--- src/hdl/cdc_pkg.sv ---
// Shared types, sizes and codes of the coherence directory controller.
// No dependencies; every other file of the block imports this package.
package cdc_pkg;

  // System sizes; all are powers of two.
  localparam int NODES            = 16;
  localparam int REGIONS          = 4;
  localparam int PAGES_PER_REGION = 256;
  localparam int PAGE_SIZE        = 4096;

  localparam int PAGE_SHIFT = $clog2(PAGE_SIZE);
  localparam int PAGE_W     = $clog2(PAGES_PER_REGION);
  localparam int REG_IDX_W  = $clog2(REGIONS);
  localparam int DIR_IDX_W  = REG_IDX_W + PAGE_W;
  localparam int DIR_DEPTH  = REGIONS * PAGES_PER_REGION;
  localparam int SCAN_W     = $clog2(NODES);
  localparam int NCNT_W     = $clog2(NODES + 1);

  // Incoming message codes.
  localparam logic [2:0] ACT_READ    = 3'd0;
  localparam logic [2:0] ACT_EXCL    = 3'd1;
  localparam logic [2:0] ACT_WBDATA  = 3'd2;
  localparam logic [2:0] ACT_IACK    = 3'd3;
  localparam logic [2:0] ACT_BENTER  = 3'd4;
  localparam logic [2:0] ACT_BLEAVE  = 3'd5;
  localparam logic [2:0] ACT_OTHER   = 3'd6;
  localparam logic [2:0] ACT_UNUSED  = 3'd7;

  // Outgoing message codes.
  localparam logic [2:0] OP_REPLY       = 3'd0;
  localparam logic [2:0] OP_REPLY_DIRTY = 3'd1;
  localparam logic [2:0] OP_WB_REQ      = 3'd2;
  localparam logic [2:0] OP_INVAL       = 3'd3;
  localparam logic [2:0] OP_GRANT       = 3'd4;
  localparam logic [2:0] OP_LEAVE       = 3'd5;

  // Directory entry states.
  localparam logic [1:0] DS_UNCACHED  = 2'd0;
  localparam logic [1:0] DS_SHARED    = 2'd1;
  localparam logic [1:0] DS_EXCLUSIVE = 2'd2;

  // Configuration register indexes.
  localparam logic CFG_OWN_NODE   = 1'b0;
  localparam logic CFG_NODE_COUNT = 1'b1;

  typedef struct packed {
    logic [1:0]       state;
    logic [3:0]       owner;
    logic [NODES-1:0] sharers;
    logic [31:0]      epoch;
  } dir_entry_t;

  // Classified message passed from the front end to the back end.
  typedef struct packed {
    logic [2:0]           action;
    logic [3:0]           sender;
    logic [3:0]           home_node;
    logic [1:0]           region;
    logic [19:0]          page_offset;
    logic [31:0]          msg_epoch;
    logic [DIR_IDX_W-1:0] idx;
  } item_t;

  typedef struct packed {
    logic [3:0] own_node;
    logic [4:0] node_count;
  } cfg_t;

endpackage

--- src/hdl/cdc_fifo.sv ---
// Two-entry queue of classified messages between front and back end.
// Depends on cdc_pkg for the item type.
module cdc_fifo import cdc_pkg::*; (
  input  logic  clk,
  input  logic  rst_n,
  input  logic  push,
  input  item_t push_item,
  input  logic  pop,
  output item_t head,
  output logic  empty,
  output logic  full
);

  item_t      mem_r [2];
  logic       wp_r;
  logic       rp_r;
  logic [1:0] cnt_r;

  assign head  = mem_r[rp_r];
  assign empty = (cnt_r == 2'd0);
  assign full  = (cnt_r == 2'd2);

  // Entry storage.
  always_ff @(posedge clk) begin
    if (push) begin
      mem_r[wp_r] <= push_item;
    end
  end

  // Pointers and fill count.
  always_ff @(posedge clk) begin
    if (!rst_n) begin
      wp_r  <= 1'b0;
      rp_r  <= 1'b0;
      cnt_r <= 2'd0;
    end else begin
      if (push) wp_r <= ~wp_r;
      if (pop)  rp_r <= ~rp_r;
      case ({push, pop})
        2'b10:   cnt_r <= cnt_r + 2'd1;
        2'b01:   cnt_r <= cnt_r - 2'd1;
        default: cnt_r <= cnt_r;
      endcase
    end
  end

endmodule

--- config.mk ---
export PLATFORM = sky130hd
export DESIGN_NAME = cdc_fifo
export DESIGN_NICKNAME = d
export VERILOG_FILES = /design/src/hdl/cdc_pkg.sv /design/src/hdl/cdc_fifo.sv
export SDC_FILE = /design/constraint.sdc
export NUM_CORES = 1
export LEC_CHECK = 0
export BUFFER_PORTS_ARGS = -buffer_cell sky130_fd_sc_hd__buf_2
export CAP_MARGIN = 15
export CORE_MARGIN = 1.5
export CORE_UTILIZATION = 50
export CTS_BUF_LIST = sky130_fd_sc_hd__clkbuf_8 sky130_fd_sc_hd__clkbuf_16
export CTS_CLUSTER_SIZE = 24
export DETAILED_ROUTE_END_ITERATION = 10
export PLACE_DENSITY = 0.77
export SYNTH_ARGS = -nofsm -noshare
export SYNTH_HDL_FRONTEND = slang
export SYNTH_SLANG_ARGS = --single-unit
--- constraint.sdc ---
create_clock -name clk -period 6.3 [get_ports clk]
set_input_delay 0.945 -clock clk [delete_from_list [all_inputs] [get_ports clk]]
set_output_delay 0.945 -clock clk [all_outputs]
set_load 0.05 [all_outputs]
==> flow_summary.ini <==
[cts]
cts_resized = 0
cts_tree = built
clock-sinks = 155
clock_latency_ps = 510
clkTransAtPathRegs_ps = 60
cts_buffers = 17
cts_setup_buffers = 0
cts_buffer_depth = 2
ctsHtreeMaxLevel = 4
hold_buffers = 0
root_buffer = clkbuf_8

[setup_path]
max_stage_delay_ps = 990
crit_type = flip-flop to primary output
r2r_setup_slack_ps = 4220
r2r-start = wp_r$_SDFFE_PN0P_
critPathMaxFanout = 75
slowest_stage = dfxtp_4
crit_chain = mux2_2 > buf_2
critical_path_required_ps = 5350
worstPathArrival_ps = 2180
critPathLaunchType = flip-flop
end_kind = primary output

[synth]
ys_ff_latch = 155
synth-seq-area-share = 0.820
syn_area_um2 = 5620
netlist_instances = 255
synth_warnings = 0
synth_area_per_cell_um2 = 22.0
synth_fp_nets = 335
synth.distinct_cells = 17

[placement]
hpwlAfterDp_um = 5850
port_buffers = 155
gp_congestion = 0.704

[cells_and_area]
drive_gt1_frac = 0.614
fillCellCount = 764
diodes = 0
final_util = 0.658
areaGrowthSynthToFinish_pct = 27.6
final_nets = 502
final_common_cell = buf_2
layout_common_cells = 155 x buf_2, 150 x edfxtp_1, 75 x mux2_2, 16 x clkbuf_16

[floorplanning]
die_width_um = 109
die_area_um2 = 11900
initial_utilization = 0.516
core-area_um2 = 10900
io-pin-count = 156
fp.dieH_um = 109
rows = 38

[drt]
wl_per_cell_um = 16.5
routed_wl_um = 9460
antenna_left = 0
firstDrtPassIters = 4
vias_per_cell = 4.95
drc = 0
drt_iter0_markers = 62
vias = 2848

[timing]
rsz0062_at_grt = no
skew_ps = 5.28
timing.fmax_ghz = 0.320
tightest_slew_ps = 1040
setup_viol = 0
hold_viol = 0
final.setup.tns_ps = 0
fin_crit_ps = 3130
finalCritPeriodShare = 0.496
maxSlewHeadroom = 0.310
slew_viol_final = 0

[grt]
antenna_found_initial = 0
grt_pass1_vias = 2895
overflow = 0
grt_usage = 0.161
grt_pass1_wl_um = 13900
grt_start_max_net_pins = 76

[pwr]
irDropWorstVdd_v = 0.000190
leakage_nw = 2.70
cellPowerDensity_nw_per_um2 = 368
finalPower_mw = 2.64

[hold_path]
hold_start = cnt_r[1]$_SDFFE_PN0P_
hp-class = flip-flop to flip-flop

[status]
status = complete, no violations

[flow_run]
cap_violations = 0
==> critical path, delay by kind of cell (launching register included) <==
| kind | cells | cell delay (ps) |
|---|---|---|
| flip-flops | 1 | 990 |
| multiplexers | 1 | 440 |
| buffers and inverters | 1 | 210 |
==> cell usage after synthesis (all sizes together) <==
cell    count  share of area
inv         1        0.00067
xor2        1         0.0016
o21ai       1        0.00089
nor2b       1         0.0011
ha          1         0.0022
nor2        2         0.0013
edfxtp    150           0.80
buf         8         0.0094
o21a        1         0.0013
a21boi      1         0.0013
xnor2       2         0.0031
mux2       75           0.15
and2b       1         0.0016
dfxtp       5          0.018
and2        4         0.0045
or3         1         0.0011
==> through the flow <==
step / std cells / setup WS [ps] / instance area [um^2] / hold WS (ps)
4_1_cts: 575 / 3120 / 7170 / 505
6_report: 575 / 3170 / 7170 / 500
5_1_grt: 575 / 3040 / 7170 / 532
3_3_place_gp: 543 / 3460 / 6540 / 478
3_5_place_dp: 543 / 3440 / 6540 / 493
2_1_floorplan: 255 / 1610 / 5620 / 466
==> flip-flops by register name, indices dropped and copies added, names as in the netlist, named ones only <==
signal / flops
rp_r: 1
cnt_r: 2
mem_r: 150
wp_r: 1
==> power by group <==
group	switching (mW)	leakage, nW	internal [mW]
combinational	0.255	0.949	0.108
clock	0.388	0.297	0.667
sequential	0.0306	1.45	1.19
==> layout make-up <==
class | count | area, um^2 | area share
clock buffer | 19 | 442 | 0.0616
timing repair buffer | 156 | 783 | 0.109
clock inverter | 13 | 190 | 0.0265
sequential | 155 | 4610 | 0.643
tap | 140 | 175 | 0.0244
multi-input combinational | 91 | 967 | 0.135
inverter | 1 | 3.75 | 0.000524
==> per-layer routing <==
metal	GRT usage	wire length [um]
met4	0.0677	134
met3	0.0675	691
met5	0	0
met1	0.179	3830
met2	0.272	4800
==> cell families after synthesis <==
logic type | share of synthesized area
mux | 0.150
fa+ha+maj | 0.00223
compound gates | 0.00356
simple gates | 0.00958
xor+xnor | 0.00468
flops | 0.820
buf+inv | 0.0100
==> worst paths after layout <==
check | to | depth (start not counted)
worst max-delay path | head[43] | 2
worst min-delay path | cnt_r[1]$_SDFFE_PN0P_ | 2
worst max register to register | mem_r[0][59]$_DFFE_PP_ | 2
worst min register to register | cnt_r[1]$_SDFFE_PN0P_ | 2
Power figures use the tool's default switching activity.
